$ cat src/rtl/chrup_pkg.sv
// Shared types and constants of the 2x triangle chroma upsampler.
// Holds register codes, configuration and queue entry types.
// No dependencies; all RTL modules but the checker import it.
`timescale 1ns / 1ps
`default_nettype none

package chrup_pkg;

   localparam int MAX_WIDTH_DEFAULT  = 2048;
   localparam int MAX_HEIGHT_DEFAULT = 2048;
   localparam int FIFO_DEPTH         = 4;

   localparam int SAMPLE_W = 16;
   localparam int VVAL_W   = 18;
   localparam int OUT_W    = 20;
   localparam int COORD_W  = 12;
   localparam int SIZE_W   = 12;

   // Register indexes, word addressed on the configuration port.
   localparam logic [1:0] REG_ENABLE_VERTICAL   = 2'd0;
   localparam logic [1:0] REG_ENABLE_HORIZONTAL = 2'd1;
   localparam logic [1:0] REG_SOURCE_WIDTH      = 2'd2;
   localparam logic [1:0] REG_SOURCE_HEIGHT     = 2'd3;

   localparam logic [SIZE_W-1:0] SIZE_RESET = 12'h800;

   typedef logic signed [VVAL_W-1:0] vval_type;

   typedef struct packed {
      logic              enable_vertical;
      logic              enable_horizontal;
      logic [SIZE_W-1:0] source_width;
      logic [SIZE_W-1:0] source_height;
   } cfg_type;

   // One classified input item, waiting for the horizontal pass.
   typedef struct packed {
      vval_type [2:0]     vval;
      logic [2:0][COORD_W-1:0] vrow;
      logic               vok1;
      logic               vok2;
      logic [COORD_W-1:0] col_low;
      logic               col_zero;
      logic               last_col;
      logic               last_row;
      logic               en_h;
      logic [1:0]         nh;
   } entry_type;

endpackage

`default_nettype wire

$ cat src/rtl/chrup_csr.sv
// Configuration register file of the chroma upsampler.
// APB-style write and read; depends on chrup_pkg.
`timescale 1ns / 1ps
`default_nettype none

module chrup_csr import chrup_pkg::*; (
   input  wire logic        clock,
   input  wire logic        reset,
   input  wire logic        csr_psel,
   input  wire logic        csr_penable,
   input  wire logic        csr_pwrite,
   input  wire logic [3:0]  csr_paddr,
   input  wire logic [31:0] csr_pwdata,
   output logic      [31:0] csr_prdata,
   output logic             csr_pready,
   output cfg_type          cfg
);

   cfg_type cfg_ff, cfg_in;
   logic    wr_en;

   assign csr_pready = 1'b1;
   assign wr_en      = csr_psel && csr_penable && csr_pwrite && csr_pready;
   assign cfg        = cfg_ff;

   always_comb begin
      cfg_in = cfg_ff;
      if (wr_en) begin
         case (csr_paddr[3:2])
            REG_ENABLE_VERTICAL:   cfg_in.enable_vertical   = csr_pwdata[0];
            REG_ENABLE_HORIZONTAL: cfg_in.enable_horizontal = csr_pwdata[0];
            REG_SOURCE_WIDTH:      cfg_in.source_width      = csr_pwdata[SIZE_W-1:0];
            REG_SOURCE_HEIGHT:     cfg_in.source_height     = csr_pwdata[SIZE_W-1:0];
            default:               cfg_in = cfg_ff;
         endcase
      end
   end

   always_comb begin
      case (csr_paddr[3:2])
         REG_ENABLE_VERTICAL:   csr_prdata = {31'd0, cfg_ff.enable_vertical};
         REG_ENABLE_HORIZONTAL: csr_prdata = {31'd0, cfg_ff.enable_horizontal};
         REG_SOURCE_WIDTH:      csr_prdata = {20'd0, cfg_ff.source_width};
         REG_SOURCE_HEIGHT:     csr_prdata = {20'd0, cfg_ff.source_height};
         default:               csr_prdata = 32'd0;
      endcase
   end

   always_ff @(posedge clock) begin
      if (reset) begin
         cfg_ff.enable_vertical   <= 1'b1;
         cfg_ff.enable_horizontal <= 1'b1;
         cfg_ff.source_width      <= SIZE_RESET;
         cfg_ff.source_height     <= SIZE_RESET;
      end else begin
         cfg_ff <= cfg_in;
      end
   end

endmodule

`default_nettype wire

$ cat config.mk
export PLATFORM = sky130hd
export DESIGN_NAME = chrup_csr
export DESIGN_NICKNAME = d
export VERILOG_FILES = /design/src/rtl/chrup_pkg.sv /design/src/rtl/chrup_csr.sv
export SDC_FILE = /design/constraint.sdc
export NUM_CORES = 1
export LEC_CHECK = 0
export BUFFER_PORTS_ARGS = -buffer_cell sky130_fd_sc_hd__buf_2
export CORE_AREA = 5 5 77 72
export CTS_CLUSTER_SIZE = 20
export DETAILED_ROUTE_END_ITERATION = 8
export DIE_AREA = 0 0 82 77
export GPL_ROUTABILITY_DRIVEN = 0
export PLACE_DENSITY = 0.65
export SLEW_MARGIN = 20
export SYNTH_ARGS = -nofsm -noshare
export SYNTH_HDL_FRONTEND = slang
export SYNTH_SLANG_ARGS = --single-unit
$ cat constraint.sdc
create_clock -name clock -period 1.05 [get_ports clock]
set_input_delay 0.1575 -clock clock [delete_from_list [all_inputs] [get_ports clock]]
set_output_delay 0.1575 -clock clock [all_outputs]
set_load 0.01 [all_outputs]
==> results.cfg <==
[routing]
drc = 0
ant_nets = 0
dr.pass1.iters = 3
routed_wl_um = 3480
wire_per_inst_um = 11.9
viasPerCell = 4.09
drtIter0Drc = 30
vias = 1198

[sta]
min_period_ns = 1.36
drv_slew = 0
worstMarginPinSlew_ns = 0.512
slew_headroom = 0.659
hold_violations = 0
fin_skew_ns = 0
setup_ws_ns = -0.306
max_freq_mhz = 737
setup_viol = 12
fin_crit_sh = 1.29
fin_hold_ws_ns = 0.153
rsz0062_at_grt = yes

[clocking]
insertion_delay_ns = 0.27
clock_path_buffers = 2
cts_num_sinks = 26
cts_buffers = 3
hold_buffers = 0
cts_root_buf = clkbuf_8
cts_tree = yes
clk_pin_slew_ns = 0.09
htreeDepth = 1

[worst_setup_path]
path_class = reg2out
critPathMaxStageDelay_ns = 0.47
worstSetupStartpointType = flop
worstPathArrival_ns = 1.20
r2r_end = cfg[25]
crit_family = multiplexers
cp_max_fo = 2
r2r_start = cfg[25]
cp-end-kind = output pin
cp_slowest_cell = mux4_2
path_buf_inv = 1
cp.required_ns = 0.89
path_cells = mux4_2 > buf_6
timing.reg2reg.setup_slack_ns = 0.32
reg2reg_depth = 3

[place]
io_buffers = 56
place_ws_ns = -0.0763
dpl.hpwl_um = 2540
place_inst = 272

[floorplan]
die_area_um2 = 6310
die_h_um = 77
fp.dieW_um = 82
initial_core_util = 0.321
num_rows = 24
core_um2 = 4680
ioPinCount = 100

[layout]
area_growth_pct = 36.9
final_cell_mix = buf_2, mux2i_1, nand2b_1
n_antenna_cell = 0
drive_gt1_frac = 0.509
layout.nets = 270
post-route-util = 0.440
final_common_cell = buf_2
largest_reg_flops = 26
fin_cells = 293

[power]
pwr-share-clk = 0.334
p_int_mw = 1.47
swShare = 0.239
pwr-share-comb = 0.145
leakagePower_nw = 1.05
power_density_nw_per_um2 = 937
p_sw_mw = 0.461
peakVddDrop_uv = 774
p_seq_frac = 0.521

[grt]
grt_use_total = 0.117
grt_overflow = 0
use_met1 = 0.128
grt_max_degree = 40
busiest_layer = met2
grt_pass1_vias = 1239
antenna_found_initial = 0
grt_use_met2 = 0.215
met3_usage = 0.0386
grt_pass1_wl_um = 5810

[hold_path]
hold_depth = 3
hp-class = in2reg
min_from = csr_pwdata[11]
holdPathEnd = cfg[23]

[yosys]
synth_top_area_cell = dfxtp_1
netlist_area_um2 = 1510
seq_area_frac_synth = 0.346
ys_ff_latch = 26
netlist.area_leader.share = 0.346
synth_warnings = 0
synth_area_leaders = dfxtp_1, mux2i_1, nand2b_1, buf_4, nor2b_1
syn_inst = 153
avgSynthCellArea_um2 = 9.84
synth_cell_type_count = 17

[status]
outcome = complete, but fails checks
violations = negative setup slack

[job]
maxCapViolations = 0
## area by class of cell
| cell class | instances | area (µm²) |
|---|---|---|
| fill | 496 | 2620 |
| timing repair buffer | 83 | 543 |
| tap | 65 | 81.3 |
| sequential | 26 | 552 |
| clock buffer | 4 | 55.1 |
| multi-input combinational | 115 | 830 |
## timing repair
item,in CTS,in global routing
gates cloned,0,0
endpoints found under the setup margin,12,20
resized for setup,22,13
buffers inserted,16,1
pin swaps,0,0
## cell usage after synthesis
cell and count:
buf_12 1, conb_1 2, nor3b_1 1, clkbuf_1 4, buf_4 22, nand2b_1 33
buf_6 1, nor3_1 1, mux4_2 1, nand3b_4 1, nor2b_1 11, buf_2 3
nor2_1 6, and3_4 2, nand3_1 1, dfxtp_1 26, mux2i_1 37
## logic make-up after synthesis
family / after synthesis / share of synthesized area
buffers and inverters: 31 / 0.150
DFF: 26 / 0.346
muxes: 38 / 0.261
other: 2 / 0.00499
and+or+nand+nor: 56 / 0.238
## stage by stage
step	cell area, µm²	power (mW)	setup TNS [ns]
2_1_floorplan	1580	1.25	0
3_3_place_gp	1790	1.29	-0.672
3_5_place_dp	1790	1.29	-1.03
4_1_cts	1990	1.96	-0.685
5_1_grt	2060	2.05	-1.41
6_report	2060	1.93	-0.462
## worst reg2reg max path, stage by stage, from the launching register on
cell and delay, ns:
dfxtp_2 0.33, buf_4 0.13, nor2_1 0.09, mux2i_1 0.07
## worst max-delay path by stage
stage                            start              to  slack [ns]  depth (start not counted)
after global placement    csr_paddr[2]   csr_prdata[0]       -0.07                          3
after floorplan           csr_paddr[2]  csr_prdata[10]        0.02                          4
after detailed placement    csr_pwrite          cfg[5]       -0.08                          4
after global routing            cfg[0]   csr_prdata[0]       -0.36                          2
after CTS                       cfg[0]   csr_prdata[0]       -0.32                          2
final                           cfg[0]   csr_prdata[0]       -0.31                          2
## power groups by stage
stage          sequential [mW]  clock [mW]  combinational, mW
3_5_place_dp              1.03           0              0.258
5_1_grt                   1.01       0.731              0.311
4_1_cts                   1.01       0.684              0.274
6_report                  1.01       0.644              0.280
3_3_place_gp              1.03           0              0.256
2_1_floorplan             1.04           0              0.217
## metal layers
metal	part of all wire	up-vias
met5	0	-
met4	0.0055	0
met3	0.090	2
met2	0.50	44
met1	0.41	543
li1	-	609
Note: power is estimated with default switching activity, not from simulation.
