`src/rtl/chrup_pkg.sv`:
```
// Shared types and constants of the 2x triangle chroma upsampler.
// Holds register codes, configuration and queue entry types.
// No dependencies; all RTL modules but the checker import it.
`timescale 1ns / 1ps
`default_nettype none

package chrup_pkg;

   localparam int MAX_WIDTH_DEFAULT  = 2048;
   localparam int MAX_HEIGHT_DEFAULT = 2048;
   localparam int FIFO_DEPTH         = 4;

   localparam int SAMPLE_W = 16;
   localparam int VVAL_W   = 18;
   localparam int OUT_W    = 20;
   localparam int COORD_W  = 12;
   localparam int SIZE_W   = 12;

   // Register indexes, word addressed on the configuration port.
   localparam logic [1:0] REG_ENABLE_VERTICAL   = 2'd0;
   localparam logic [1:0] REG_ENABLE_HORIZONTAL = 2'd1;
   localparam logic [1:0] REG_SOURCE_WIDTH      = 2'd2;
   localparam logic [1:0] REG_SOURCE_HEIGHT     = 2'd3;

   localparam logic [SIZE_W-1:0] SIZE_RESET = 12'h800;

   typedef logic signed [VVAL_W-1:0] vval_type;

   typedef struct packed {
      logic              enable_vertical;
      logic              enable_horizontal;
      logic [SIZE_W-1:0] source_width;
      logic [SIZE_W-1:0] source_height;
   } cfg_type;

   // One classified input item, waiting for the horizontal pass.
   typedef struct packed {
      vval_type [2:0]     vval;
      logic [2:0][COORD_W-1:0] vrow;
      logic               vok1;
      logic               vok2;
      logic [COORD_W-1:0] col_low;
      logic               col_zero;
      logic               last_col;
      logic               last_row;
      logic               en_h;
      logic [1:0]         nh;
   } entry_type;

endpackage

`default_nettype wire

```
`src/rtl/chrup_back.sv`:
```
// Back end: walks the vertical rows of each queued item, applies the
// horizontal filter and drives the result register. Depends on chrup_pkg.
`timescale 1ns / 1ps
`default_nettype none

module chrup_back import chrup_pkg::*; (
   input  wire logic          clock,
   input  wire logic          reset,
   input  wire entry_type     head,
   input  wire logic          empty,
   output logic               pop,
   output logic               rsp_tvalid,
   input  wire logic          rsp_tready,
   output logic [OUT_W-1:0]   rsp_sample,
   output logic [COORD_W-1:0] rsp_column,
   output logic [COORD_W-1:0] rsp_row,
   output logic               rsp_run_last,
   output logic               rsp_plane_done
);

   entry_type          w_entry_ff;
   logic               w_valid_ff, w_valid_in;
   logic [1:0]         k_ff, k_in;
   logic [1:0]         j_ff, j_in;
   vval_type           cur_left_ff [3];
   vval_type           left_ff     [3];

   logic               o_valid_ff, o_valid_in;
   logic [OUT_W-1:0]   o_sample_ff;
   logic [COORD_W-1:0] o_col_ff, o_row_ff;
   logic               o_last_ff, o_done_ff;

   logic               adv, emit, load;
   logic               slot_last, has_next, entry_last;
   logic [1:0]         k_next;
   logic signed [OUT_W-1:0] v, l, val;
   logic [COORD_W-1:0] col, col_twice;

   assign adv  = !o_valid_ff || rsp_tready;
   assign emit = w_valid_ff && adv;

   always_comb begin
      has_next = 1'b0;
      k_next   = 2'd0;
      case (k_ff)
         2'd0: begin
            has_next = w_entry_ff.vok1 || w_entry_ff.vok2;
            k_next   = w_entry_ff.vok1 ? 2'd1 : 2'd2;
         end
         2'd1: begin
            has_next = w_entry_ff.vok2;
            k_next   = 2'd2;
         end
         default: begin
            has_next = 1'b0;
            k_next   = 2'd0;
         end
      endcase
   end

   assign slot_last  = (j_ff == w_entry_ff.nh - 2'd1);
   assign entry_last = slot_last && !has_next;
   assign load       = !empty && (!w_valid_ff || (emit && entry_last));
   assign pop        = load;

   // Horizontal filter for output j of vertical row k.
   assign v         = OUT_W'($signed(w_entry_ff.vval[k_ff]));
   assign l         = OUT_W'($signed(cur_left_ff[k_ff]));
   assign col_twice = {w_entry_ff.col_low[COORD_W-2:0], 1'b0};

   always_comb begin
      if (!w_entry_ff.en_h) begin
         val = v <<< 2;
         col = w_entry_ff.col_low;
      end else if (w_entry_ff.col_zero && j_ff == 2'd0) begin
         val = v <<< 2;
         col = '0;
      end else if (j_ff == 2'd0) begin
         val = (l <<< 1) + l + v;
         col = col_twice - COORD_W'(1);
      end else if (j_ff == 2'd1 && !w_entry_ff.col_zero) begin
         val = (v <<< 1) + v + l;
         col = col_twice;
      end else begin
         // Right edge: a copy of the last column.
         val = v <<< 2;
         col = col_twice | COORD_W'(1);
      end
   end

   always_comb begin
      w_valid_in = w_valid_ff;
      k_in       = k_ff;
      j_in       = j_ff;
      if (load) begin
         w_valid_in = 1'b1;
         k_in       = 2'd0;
         j_in       = 2'd0;
      end else if (emit) begin
         if (entry_last) begin
            w_valid_in = 1'b0;
         end else if (slot_last) begin
            k_in = k_next;
            j_in = 2'd0;
         end else begin
            j_in = j_ff + 2'd1;
         end
      end
   end

   always_comb begin
      o_valid_in = o_valid_ff;
      if (emit) begin
         o_valid_in = 1'b1;
      end else if (rsp_tready) begin
         o_valid_in = 1'b0;
      end
   end

   always_ff @(posedge clock) begin
      if (reset) begin
         w_valid_ff <= 1'b0;
         o_valid_ff <= 1'b0;
         k_ff       <= 2'd0;
         j_ff       <= 2'd0;
         left_ff[0] <= '0;
         left_ff[1] <= '0;
         left_ff[2] <= '0;
      end else begin
         w_valid_ff <= w_valid_in;
         o_valid_ff <= o_valid_in;
         k_ff       <= k_in;
         j_ff       <= j_in;
         // The left values advance as each item is taken from the queue.
         if (load) begin
            left_ff[0] <= head.vval[0];
            if (head.vok1) begin
               left_ff[1] <= head.vval[1];
            end
            if (head.vok2) begin
               left_ff[2] <= head.vval[2];
            end
         end
      end
   end

   always_ff @(posedge clock) begin
      if (load) begin
         w_entry_ff     <= head;
         cur_left_ff[0] <= left_ff[0];
         cur_left_ff[1] <= left_ff[1];
         cur_left_ff[2] <= left_ff[2];
      end
      if (emit) begin
         o_sample_ff <= val;
         o_col_ff    <= col;
         o_row_ff    <= w_entry_ff.vrow[k_ff];
         o_last_ff   <= entry_last;
         o_done_ff   <= entry_last && w_entry_ff.last_col && w_entry_ff.last_row;
      end
   end

   assign rsp_tvalid     = o_valid_ff;
   assign rsp_sample     = o_sample_ff;
   assign rsp_column     = o_col_ff;
   assign rsp_row        = o_row_ff;
   assign rsp_run_last   = o_last_ff;
   assign rsp_plane_done = o_done_ff;

endmodule

`default_nettype wire

```
`config.mk`:
```
export PLATFORM = sky130hd
export DESIGN_NAME = chrup_back
export DESIGN_NICKNAME = d
export VERILOG_FILES = /design/src/rtl/chrup_pkg.sv /design/src/rtl/chrup_back.sv
export SDC_FILE = /design/constraint.sdc
export NUM_CORES = 1
export LEC_CHECK = 0
export ABC_AREA = 0
export ABC_CLOCK_PERIOD_IN_PS = 4100
export BUFFER_PORTS_ARGS = -buffer_cell sky130_fd_sc_hd__buf_2
export CORE_UTILIZATION = 40
export CTS_CLUSTER_DIAMETER = 60
export DETAILED_ROUTE_END_ITERATION = 10
export PLACE_DENSITY_LB_ADDON = 0.1
export REMOVE_ABC_BUFFERS = 1
export SKIP_CTS_REPAIR_TIMING = 1
export SLEW_MARGIN = 5
export SYNTH_ARGS = -nofsm -noshare
export SYNTH_HDL_FRONTEND = slang
export SYNTH_SLANG_ARGS = --single-unit
export TNS_END_PERCENT = 1
```
`constraint.sdc`:
```
create_clock -name clock -period 4.1 [get_ports clock]
set_input_delay 0.205 -clock clock [delete_from_list [all_inputs] [get_ports clock]]
set_output_delay 0.205 -clock clock [all_outputs]
set_load 0.1 [all_outputs]
```
==> impl_metrics.env <==
export IMPL_cts_num_sinks=272
export IMPL_period_needed_ps=3920
export IMPL_cts_buffers=35
export IMPL_die_height_um=182
export IMPL_synth_top_cell_area_share=0.614
export IMPL_die_area_sq_um=33000
export IMPL_drtIter0Drc=521
export IMPL_htreeDepth=2
export IMPL_antenna_found_initial=1
export IMPL_drive_gt1_frac=0.228
export IMPL_violations="hold timing"
export IMPL_setup_ws_ps=180
export IMPL_netlist_area_sq_um=12900
export IMPL_synthAdderAreaFrac=0.0947
export IMPL_dieWidth_um=182
export IMPL_synth_edf_count=264
export IMPL_power_density_nw_per_um2=478
export IMPL_dp_slack_ps=-198
export IMPL_relSlewSlack=0.384
export IMPL_clk_pin_slew_ps=60
export IMPL_cts_path_max_buffers=3
export IMPL_gp_congestion=0.828
export IMPL_synthSimpleGateAreaFrac=0.0905
export IMPL_ys_async_sr_fraction=0
export IMPL_final_util=0.533
export IMPL_required_ps=4360
export IMPL_dpl_cell_area_sq_um=14600
export IMPL_dp_cells=1534
export IMPL_synth_seq_cells=272
export IMPL_path_class="register to register"
export IMPL_period_share=0.956
export IMPL_rsz0062_at_grt="false"
export IMPL_crit_path_start_kind="register"
export IMPL_grt_max_degree=72
export IMPL_synth_mux_area_frac=0.0380
export IMPL_irDropWorstVdd_uv=361
export IMPL_drt_wl_total_um=30300
export IMPL_whs_ps=-6.92
export IMPL_crit_fanout=7
export IMPL_hp_class="input port to register"
export IMPL_initial_core_util=0.408
export IMPL_cap_violations=0
export IMPL_postSynthAreaPerCell_sq_um=13.6
export IMPL_antenna_left=0
export IMPL_finalNetCount=1478
export IMPL_vias=8567
export IMPL_final_setup_viol_count=0
export IMPL_cp_arrival_ps=4180
export IMPL_cts_root_buf="clkbuf_16"
export IMPL_cts_tree="built"
export IMPL_viasPerCell=4.99
export IMPL_yosysWarnings=0
export IMPL_report_final_slew_viol_count=0
export IMPL_routedWlPerCell_um=17.6
export IMPL_globalRouteOverflowTotal=0
export IMPL_leakage_nw=6.49
export IMPL_insertion_delay_ps=520
export IMPL_synth_area_leaders="edfxtp_1 61%, fa_1 5.6%, ha_1 3.9%, mux2i_1 3.8%, and2_1 2.8%"
export IMPL_track_usage=0.180
export IMPL_io_pins=162
export IMPL_worst_pin_slew_ps=924
export IMPL_skew_ps=20.8
export IMPL_first_pass_iters=5
export IMPL_status="finished with violations"
export IMPL_nFillCells=2672
export IMPL_synth_xor_area_share=0.0231
export IMPL_synth_top_family_by_area="compound AO/OA/AOI/OAI gates"
export IMPL_cp_end_kind="register"
export IMPL_grt_pass1_wl_um=45300
export IMPL_rows=65
export IMPL_area_growth_pct=30.7
export IMPL_postSynthCellCount=949
export IMPL_portBuffers=161
export IMPL_dp_hpwl_um=20300
export IMPL_synth_area_leader_cell="edfxtp_1"
export IMPL_hold_violations=1
export IMPL_instances_no_fill=1717
export IMPL_synthFlopType="edfxtp_1"
export IMPL_fin_area_sq_um=16900
export IMPL_drcViolationCount=0
export IMPL_core_sq_um=31600
export IMPL_fmax_mhz=255
export IMPL_synth_compound_area_frac=0.106
export IMPL_ys_types=58
export IMPL_seq_area_frac_synth=0.627
export IMPL_grt_pass1_vias=8148
[cells by family (layout without fill, tap and decap cells)]
group	Yosys count	count (layout)
compound gates	215	215
simple gates	236	236
mux	49	49
other cells	0	1
buf+inv	67	432
fa+ha+maj	76	76
xor+xnor	34	34
flops	272	272
[cell usage after synthesis, drive strengths merged, types with 2 or more instances]
cell and instances:
ha 40, a211oi 5, nor4 6, xor2 12, a21oi 47, nand3 10, or2 2, clkbuf 27
a221oi 3, xnor2 22, o21a 6, a21o 21, nor2b 8, nor2 41, dfxtp 8, nand3b 4
a22oi 13, o221ai 6, nand4 4, and3 3, nor3 8, and2 57, edfxtp 264, o22ai 13
o211ai 4, fa 36, mux2i 49, nor3b 2, nand2b 8, o21ai 78, inv 30, o21bai 3
o31ai 3, a31oi 4, nand2 79, buf 9
[state kept, by name, indices dropped and copies added (netlist names), named ones only]
name / count
cur_left_ff: 54
j_ff: 2
rsp_row: 12
w_valid_ff: 1
rsp_run_last: 1
k_ff: 2
left_ff: 54
rsp_sample: 20
rsp_column: 12
col_twice: 11
rsp_plane_done: 1
w_entry_ff: 99
rsp_tvalid: 1
[worst paths after layout]
kind	slack, ps	cells after the start	from	to
worst max-delay path	180	17	k_ff[1]$_SDFFE_PP0P_	rsp_sample[14]$_DFFE_PP_
worst min-delay path	-7	4	rsp_tready	rsp_tvalid$_SDFFE_PP0P_
worst max register to register	180	17	k_ff[1]$_SDFFE_PP0P_	rsp_sample[14]$_DFFE_PP_
worst min register to register	420	0	left_ff[0][46]$_SDFFCE_PN0P_	cur_left_ff[2][10]$_DFFE_PP_
[where the power goes]
group          switching, mW  internal (mW)
Clock                   1.21           1.61
Sequential            0.0598           3.29
Combinational           1.17          0.728
Total                   2.43           5.62
[worst max-delay path, stage by stage (launching register included)]
cell and delay, ps:
dfxtp_4 390, nor2b_4 220, buf_4 150, buf_4 130, nand2_1 50, o21ai_0 130, buf_4 210, fa_1 440
ha_1 420, a21oi_1 270, o221ai_1 160, o21ai_1 140, buf_4 150, o21ai_1 90, a21oi_1 190, xor2_1 160
o21ai_0 120, a21o_1 230
[through the flow]
step | setup TNS (ps) | total power [mW]
after floorplan | -263740 | 4.71
after global placement | -166 | 5.19
after detailed placement | -254 | 5.20
after CTS | -328 | 8.05
after global routing | 0 | 8.46
final | 0 | 8.06
[area by class of cell]
cell class | count | area (sq um) | area share
timing repair buffer | 338 | 2500 | 0.148
clock inverter | 21 | 159 | 0.00942
multi-input combinational | 610 | 4580 | 0.272
inverter | 31 | 116 | 0.00690
tap | 402 | 503 | 0.0298
sequential | 272 | 8100 | 0.480
antenna | 1 | 2.50 | 0.000148
clock buffer | 42 | 902 | 0.0535
[routing by layer]
metal | vias to the layer above | part of all wire | GRT usage
met5 | - | 0 | 0
met4 | 0 | 0.016 | 0.0410
met3 | 36 | 0.054 | 0.0395
met2 | 253 | 0.48 | 0.294
met1 | 4064 | 0.45 | 0.245
li1 | 4214 | - | -
[placed cells by master, fill, tap and decap left out, drive strengths merged, types with 36 or more instances in the layout]
cell type,n
edfxtp,264
mux2i,49
o21ai,78
inv,37
buf,225
ha,40
fa,36
nor2,41
nand2,79
a21oi,47
clkbuf,43
and2,57
dlygate4sd3,112
No activity file was read; power rests on OpenSTA's default activity.
