File: src/rtl/chrup_pkg.sv
// Shared types and constants of the 2x triangle chroma upsampler.
// Holds register codes, configuration and queue entry types.
// No dependencies; all RTL modules but the checker import it.
`timescale 1ns / 1ps
`default_nettype none

package chrup_pkg;

   localparam int MAX_WIDTH_DEFAULT  = 2048;
   localparam int MAX_HEIGHT_DEFAULT = 2048;
   localparam int FIFO_DEPTH         = 4;

   localparam int SAMPLE_W = 16;
   localparam int VVAL_W   = 18;
   localparam int OUT_W    = 20;
   localparam int COORD_W  = 12;
   localparam int SIZE_W   = 12;

   // Register indexes, word addressed on the configuration port.
   localparam logic [1:0] REG_ENABLE_VERTICAL   = 2'd0;
   localparam logic [1:0] REG_ENABLE_HORIZONTAL = 2'd1;
   localparam logic [1:0] REG_SOURCE_WIDTH      = 2'd2;
   localparam logic [1:0] REG_SOURCE_HEIGHT     = 2'd3;

   localparam logic [SIZE_W-1:0] SIZE_RESET = 12'h800;

   typedef logic signed [VVAL_W-1:0] vval_type;

   typedef struct packed {
      logic              enable_vertical;
      logic              enable_horizontal;
      logic [SIZE_W-1:0] source_width;
      logic [SIZE_W-1:0] source_height;
   } cfg_type;

   // One classified input item, waiting for the horizontal pass.
   typedef struct packed {
      vval_type [2:0]     vval;
      logic [2:0][COORD_W-1:0] vrow;
      logic               vok1;
      logic               vok2;
      logic [COORD_W-1:0] col_low;
      logic               col_zero;
      logic               last_col;
      logic               last_row;
      logic               en_h;
      logic [1:0]         nh;
   } entry_type;

endpackage

`default_nettype wire

File: src/rtl/chrup_fifo.sv
// Short item queue between the front end and the horizontal back end.
// Depends on chrup_pkg for the entry type and depth.
`timescale 1ns / 1ps
`default_nettype none

module chrup_fifo import chrup_pkg::*; (
   input  wire logic      clock,
   input  wire logic      reset,
   input  wire logic      push,
   input  wire entry_type push_entry,
   output logic           full,
   input  wire logic      pop,
   output entry_type      head,
   output logic           empty
);

   localparam int PW = $clog2(FIFO_DEPTH);
   localparam int NW = $clog2(FIFO_DEPTH + 1);

   entry_type     store_ff [FIFO_DEPTH];
   logic [PW-1:0] wr_ptr_ff, wr_ptr_in;
   logic [PW-1:0] rd_ptr_ff, rd_ptr_in;
   logic [NW-1:0] count_ff, count_in;

   assign full  = (count_ff == NW'(FIFO_DEPTH));
   assign empty = (count_ff == '0);
   assign head  = store_ff[rd_ptr_ff];

   always_comb begin
      wr_ptr_in = wr_ptr_ff;
      rd_ptr_in = rd_ptr_ff;
      count_in  = count_ff;
      if (push) begin
         wr_ptr_in = (wr_ptr_ff == PW'(FIFO_DEPTH - 1)) ? '0 : wr_ptr_ff + PW'(1);
      end
      if (pop) begin
         rd_ptr_in = (rd_ptr_ff == PW'(FIFO_DEPTH - 1)) ? '0 : rd_ptr_ff + PW'(1);
      end
      if (push && !pop) begin
         count_in = count_ff + NW'(1);
      end else if (pop && !push) begin
         count_in = count_ff - NW'(1);
      end
   end

   always_ff @(posedge clock) begin
      if (reset) begin
         wr_ptr_ff <= '0;
         rd_ptr_ff <= '0;
         count_ff  <= '0;
      end else begin
         wr_ptr_ff <= wr_ptr_in;
         rd_ptr_ff <= rd_ptr_in;
         count_ff  <= count_in;
      end
   end

   always_ff @(posedge clock) begin
      if (push) begin
         store_ff[wr_ptr_ff] <= push_entry;
      end
   end

endmodule

`default_nettype wire

File: config.mk
export PLATFORM = sky130hd
export DESIGN_NAME = chrup_fifo
export DESIGN_NICKNAME = d
export VERILOG_FILES = /design/src/rtl/chrup_pkg.sv /design/src/rtl/chrup_fifo.sv
export SDC_FILE = /design/constraint.sdc
export NUM_CORES = 1
export LEC_CHECK = 0
export BUFFER_PORTS_ARGS = -buffer_cell sky130_fd_sc_hd__buf_4
export CORE_ASPECT_RATIO = 1.1
export CORE_MARGIN = 5
export CORE_UTILIZATION = 51
export DETAILED_ROUTE_END_ITERATION = 8
export GPL_TIMING_DRIVEN = 0
export PLACE_DENSITY_LB_ADDON = 0.2
export SLEW_MARGIN = 20
export SYNTH_ARGS = -nofsm -noshare
export SYNTH_HDL_FRONTEND = slang
export SYNTH_SLANG_ARGS = --single-unit
export TNS_END_PERCENT = 5
File: constraint.sdc
create_clock -name clock -period 3.6 [get_ports clock]
set_clock_uncertainty 0.1 [all_clocks]
set_input_delay 0.36 -clock clock [delete_from_list [all_inputs] [get_ports clock]]
set_output_delay 0.36 -clock clock [all_outputs]
set_load 0.01 [all_outputs]
==> metrics.csv, run 1 <==
stage,metric,value,unit
run_status,status,"finished, final reports clean",
floorplan,core_area,31500,µm²
cells_and_area,drive_gt1_share,41.2,%
floorplan,row_count,68,
worst_setup_path,ff2ff_path_depth,5,
timing,setup_viol,0,
power,power_leakage,0.00727,µW
route,dr_total_vias,7779,
worst_setup_path,crit_type,flip-flop to output pin,
power,power,11600,µW
timing,rsz0062_at_grt,no,
global_routing,grt_pass1_vias,8658,
cells_and_area,areaGrowthSynthToFinish,29.9,%
placed_design,gp_congestion,0.762,
synth,netlist_instances,618,
timing,finalMaxSlewViolations,0,
route,drc_errors,0,
clocking,cts_max_level,2,
placed_design,port_buffers,225,
placed_design,placed_cell_area,18700,µm²
timing,max_freq,337,MHz
worst_setup_path,cp.arrival,2.51,ns
job,cap_violations,0,
floorplan,die_h,198,µm
synth,synth_seq_cells,449,
route,drtIter0Drc,505,
worst_setup_path,rrSetupSlack,1.36,ns
route,drt-pass1-iter-count,5,
worst_hold_path,min_from,push,
synth,syn-cell-area,16300,µm²
worst_setup_path,worstPathMaxFanout,10,
cells_and_area,seq_area,13400,µm²
synth,syn_area_per_cell,26.4,µm²
global_routing,antenna_found_initial,0,
route,detail_route.wl_per_cell,21.9,µm
worst_hold_path,holdPathStages,3,
power,pwr_density_cell,546,nW/µm²
route,via_per_inst,5.33,
clocking,cts.sinks,449,
worst_hold_path,whs_endpoint,wr_ptr_ff[1],
worst_setup_path,end_kind,output pin,
clocking,clock-root-buffer,clkbuf_16,
synth,yosys_warnings,0,
timing,finalSetupTns,0,ns
timing,worst_pin_slew,0.881,ns
clocking,cts_tree,done,
worst_setup_path,start_kind,flip-flop,
cells_and_area,fillCellCount,2015,
global_routing,grt-ovfl-total,0,
synth,synth_nets,739,
timing,fin_crit_sh,82.4,%
floorplan,die_x,181,µm
cells_and_area,multiInputGateArea,2730,µm²
timing,finalHoldViolations,0,
global_routing,grt_max_degree,49,
synth,ys_seq_area_share,82.1,%
cells_and_area,final_area,21200,µm²
worst_hold_path,hold_class,input port to flip-flop,
timing,period_needed,2.97,ns
timing,relSlewSlack,41.2,%
synth,ys_types,18,
clocking,insertion_delay,0.54,ns
clocking,cts_max_path_buffers,3,
clocking,cts_inserted_buffers,44,
floorplan,num_io_pins,226,
floorplan,initial_utilization,51.8,%
worst_setup_path,reg2reg_from,wr_ptr_ff[0],
worst_setup_path,crit_required,3.14,ns
floorplan,dieArea,35700,µm²
route,postRouteAntennaNets,0,
route,totalWireLength,31900,µm
global_routing,grt_pass1_wl,49700,µm
global_routing,grt_util_all_layers,18.0,%
worst_setup_path,timing.rr.end,store_ff[0][7],
cells_and_area,insertedDiodeCount,0,
cells_and_area,nNetsFinal,1129,
clocking,cts_resized,0,
placed_design,hpwlAfterDp,19900,µm
power,ir_drop,0.471,mV
clocking,clkTransAtPathRegs,0.06,ns
==> power breakdown <==
part | internal [µW] | leakage, µW | total [µW] | switching [µW]
sequential | 5990 | 0.00412 | 6050 | 57.7
combinational | 659 | 0.00250 | 1240 | 577
clock | 2500 | 0.000662 | 4280 | 1780
total | 9150 | 0.00727 | 11600 | 2420
==> cells in the mapped netlist (all sizes together) <==
cell type | instances | area, µm²
xor2 | 2 | 17.5
a21oi | 2 | 10.0
nor3b | 2 | 15.0
mux2i | 4 | 40.0
nor2 | 7 | 26.3
buf | 22 | 179
o21ai | 1 | 5.00
dfxtp | 9 | 180
and2 | 4 | 25.0
mux4 | 110 | 2480
nor3 | 1 | 5.00
or3 | 1 | 6.26
clkbuf | 2 | 7.51
inv | 4 | 15.0
ha | 6 | 75.1
fa | 1 | 20.0
edfxtp | 440 | 13200
==> critical path, cell delays in order, from the launching register on <==
cell      delay [ns]
dfxtp_1         0.32
clkbuf_1        0.66
buf_2           0.43
mux4_2          0.39
buf_4           0.17
==> stage by stage <==
stage / utilization, % / hold slack [ns] / setup slack (ns) / cells
after floorplan: - / 0.329 / -0.0581 / 618
after global placement: 58.9 / 0.380 / -1.86 / 1263
after detailed placement: 59.5 / 0.433 / 1.19 / 1271
after CTS: 67.3 / 0.0315 / 0.590 / 1459
after global routing: 67.3 / 0.0624 / 0.500 / 1459
final: 67.3 / 0.0588 / 0.633 / 1459
==> metal layers <==
layer	GRT usage [%]	vias up	wire length, µm
met2	31.6	258	16900
met4	4.79	0	637
li1	-	3448	-
met3	4.07	45	1900
met1	23.1	4028	12400
met5	0	-	0
==> registers in the layout (all words and copies together) (netlist names), named ones only <==
register,flops
count_ff,3
wr_ptr_ff,2
store_ff,440
rd_ptr_ff,2
==> worst max-delay path by stage <==
stage | depth (start not counted) | slack, ns | endpoint | startpoint
4_1_cts | 4 | 0.59 | head[17] | flip-flop
3_5_place_dp | 4 | 1.19 | head[17] | flip-flop
3_3_place_gp | 3 | -1.86 | store_ff[0][4] | wr_ptr_ff[0]
2_1_floorplan | 3 | -0.06 | store_ff[0][0] | wr_ptr_ff[0]
5_1_grt | 4 | 0.50 | head[17] | flip-flop
6_report | 4 | 0.63 | head[17] | flip-flop
==> cell type report <==
cell class | count | area share [%]
Tap cell | 420 | 2.48
Timing Repair Buffer | 344 | 14.1
Buffer | 24 | 0.879
Clock buffer | 55 | 5.49
Clock inverter | 22 | 0.874
Multi-Input combinational cell | 141 | 12.9
Inverter | 4 | 0.0708
Sequential cell | 449 | 63.2
==> cell usage in the layout (no fill, tap or decap) <==
master | Yosys | final
dlygate4sd3_1 | 0 | 111
o21ai_0 | 1 | 1
buf_12 | 0 | 3
edfxtp_1 | 440 | 440
ha_1 | 6 | 6
buf_2 | 11 | 11
bufinv_16 | 0 | 3
fa_1 | 1 | 1
a21oi_1 | 2 | 2
and2_4 | 0 | 4
clkinv_2 | 0 | 8
clkbuf_1 | 2 | 12
buf_16 | 0 | 5
clkbuf_16 | 0 | 45
clkinv_1 | 0 | 8
or3_1 | 1 | 1
xor2_1 | 2 | 2
dfxtp_1 | 9 | 9
mux2i_1 | 4 | 4
nor3_1 | 1 | 1
buf_4 | 0 | 225
mux4_2 | 110 | 110
clkinvlp_4 | 0 | 1
nor2_1 | 7 | 7
inv_6 | 0 | 2
inv_1 | 4 | 4
buf_6 | 11 | 11
nor3b_1 | 2 | 2
==> timing repair <==
item                                   CTS  global route
hold buffers                           111             0
setup buffers                            0             0
endpoints found under the hold margin  449             0
==> cell families after synthesis <==
logic type | synth area share (%)
fa+ha+maj | 0.583
mux | 15.4
xor+xnor | 0.107
simple gates | 0.475
flops | 82.1
compound gates | 0.0920
buf+inv | 1.23
No activity file was read; power rests on OpenSTA's default activity.
==> run 2, diff against run 1 <==
- ABC_AREA: not set -> 1
- CORE_UTILIZATION: 51 -> 57
- clock period: 3.6 -> 3 ns (I/O delays scaled with it)
==> run 2 against run 1 <==
Compared with the run above: area after synthesis increased by 4.9%; non-clock buffer count increased by 49; worst hold slack got worse by 0.016 ns; sequential power increased by 20%; final cell count increased by 32%; critical path depth increased by 2; via count increased by 39%; routed wire length increased by 26%; global-route usage increased by 5.3 points; critical endpoint is now head[0]; largest cell class unchanged; largest power group unchanged.
==> metrics.csv, run 2 <==
stage,metric,value,unit
synth,ys_types,24,
global_routing,grt_pass1_vias,10900,
placed_design,port_buffers,225,
cells_and_area,drive_gt1_share,25.0,%
cells_and_area,areaGrowthSynthToFinish,28.1,%
floorplan,die_x,175,µm
timing,max_freq,374,MHz
floorplan,dieArea,33600,µm²
power,pwr_density_cell,643,nW/µm²
clocking,clkTransAtPathRegs,0.06,ns
power,combinationalPowerShare,12.9,%
power,internal-power,10900,µW
run_status,status,"finished, final reports clean",
route,totalWireLength,40100,µm
timing,fin_crit_sh,89.1,%
timing,setup_viol,0,
route,via_per_inst,5.62,
synth,async_reset_ff_share,0,%
route,drc_errors,0,
synth,synth_seq_cells,449,
cells_and_area,largestRegisters,"store_ff: 440 flops, count_ff: 3 flops",
route,drt-pass1-iter-count,5,
synth,synth_nets,1244,
synth,yosys_warnings,0,
placed_design,placed_cell_area,19500,µm²
timing,finalMaxSlewViolations,0,
cells_and_area,fillCellCount,1827,
global_routing,grt_pass1_wl,60500,µm
cells_and_area,multiInputGateArea,3120,µm²
route,drtIter0Drc,892,
cells_and_area,final_cell_mix,"440 x edfxtp_1, 234 x buf_4, 208 x nor2_1",
synth,synth_top_cell_area_share,77.2,%
clocking,insertion_delay,0.52,ns
global_routing,antenna_found_initial,5,
clocking,cts_hold_buf,112,
timing,period_needed,2.67,ns
timing,setup_slack,0.328,ns
clocking,cts.sinks,449,
placed_design,gp_congestion,0.769,
synth,netlist_instances,1123,
synth,syn-cell-area,17100,µm²
floorplan,core_area,29600,µm²
timing,worst_pin_slew,0.567,ns
placed_design,pre_cts_slack,0.881,ns
cells_and_area,regMostFlops,store_ff,
clocking,cts_inserted_buffers,43,
worst_setup_path,end_kind,output pin,
synth,synth_edf_count,440,
route,detail_route.wl_per_cell,20.8,µm
global_routing,grt_max_degree,77,
cells_and_area,fin_util,74.0,%
synth,ys_seq_area_share,78.2,%
cells_and_area,final_common_cell,edfxtp_1,
clocking,clock-root-buffer,clkbuf_16,
worst_setup_path,cp.arrival,2.27,ns
floorplan,initial_utilization,57.7,%
power,ir_drop,0.567,mV
floorplan,row_count,66,
synth,syn_area_per_cell,15.2,µm²
power,switching_share,22.9,%
placed_design,hpwlAfterDp,23400,µm
power,seq_power_share,51.3,%
clocking,postCtsSetupBuffers,0,
floorplan,num_io_pins,226,
power,power,14100,µW
floorplan,die_h,192,µm
global_routing,grt-ovfl-total,0,
clocking,cts_resized,0,
cells_and_area,seq_area,13400,µm²
clocking,cts_max_level,2,
synth,yosys_most_used_dff,edfxtp_1,
synth,yosys-top-cells-count,"440 x edfxtp_1, 208 x nor2_1, 133 x o21ai_0",
power,switchingPower,3230,µW
worst_setup_path,crit_type,flip-flop to output pin,
timing,relSlewSlack,62.2,%
worst_hold_path,hold_class,input port to flip-flop,
cells_and_area,largest_register_ff_count,440,
power,power_leakage,0.00782,µW
clocking,cts_max_path_buffers,3,
timing,worst_hold_slack,0.0424,ns
clocking,cts_tree,done,
cells_and_area,nNetsFinal,1634,
route,dr_total_vias,10800,
synth,yosysTopAreaCell,edfxtp_1,
worst_setup_path,start_kind,flip-flop,
global_routing,grt_util_all_layers,23.3,%
worst_setup_path,worstPathMaxFanout,10,
synth,synth_area_leaders,"edfxtp_1 77%, nor2_1 4.6%, o21ai_0 3.9%, o22ai_1 3.3%, o21ai_1 2.6%",
timing,rsz0062_at_grt,no,
synth,synth.most_common_cell,edfxtp_1,
job,cap_violations,0,
power,clkPwrFrac,35.8,%
route,postRouteAntennaNets,0,
worst_setup_path,crit_required,2.60,ns
timing,finalHoldViolations,0,
cells_and_area,final_area,21900,µm²
## run 2: routing by layer
| metal | wire length, µm | track usage [%] |
|---|---|---|
| met1 | 15800 | 31.2 |
| met2 | 20600 | 39.8 |
| met3 | 2650 | 3.92 |
| met4 | 1040 | 6.92 |
| met5 | 21 | 0 |
## run 2: layout make-up
cell class                      instances  share of cell area (%)
Timing Repair Buffer                  345                    13.7
Antenna cell                            4                  0.0456
Clock inverter                         20                   0.622
Multi-Input combinational cell        586                    14.2
Tap cell                              374                    2.13
Buffer                                 72                    2.48
Sequential cell                       449                    61.1
Inverter                               16                   0.416
Clock buffer                           58                    5.36
## run 2: critical path, stage by stage, from the launching register on
cell      delay, ns
dfxtp_1        0.32
inv_2          0.05
buf_2          0.35
clkbuf_1       0.42
o21ai_1        0.13
o22ai_1        0.27
buf_4          0.19
## run 2: cells by family (layout without fill, tap and decap cells)
logic type      after synthesis  after routing  synth area share [%]
compound gates              336            336                  11.4
xor+xnor                      1              1                0.0512
fa+ha+maj                     7              7                 0.556
buf+inv                      88            511                  3.56
flops                       449            449                  78.2
other cells                   0              4                     0
simple gates                242            242                  6.23
## run 2: final timing paths
kind	start	endpoint	slack (ns)	cells after the start
worst min register to register	wr_ptr_ff[1]	wr_ptr_ff[1]	0.45	2
worst max register to register	wr_ptr_ff[1]	store_ff[0][44]	1.09	5
worst max-delay path	flip-flop	head[0]	0.33	6
worst min-delay path	push	wr_ptr_ff[1]	0.04	3
## run 2: power groups by stage
| stage | sequential [µW] | clock [µW] | combinational [µW] |
|---|---|---|---|
| 2_1_floorplan | 7380 | 0 | 830 |
| 3_3_place_gp | 7410 | 0 | 1630 |
| 3_5_place_dp | 7370 | 0 | 1690 |
| 4_1_cts | 7240 | 5110 | 1820 |
| 5_1_grt | 7250 | 5420 | 1950 |
| 6_report | 7240 | 5050 | 1810 |
## run 2: through the flow
stage	TNS [ns]	cells
floorplan	-85.76	1123
detailed placement	0	1730
global route	0	1923
finish	0	1924
global placement	-750.52	1722
CTS	0	1920
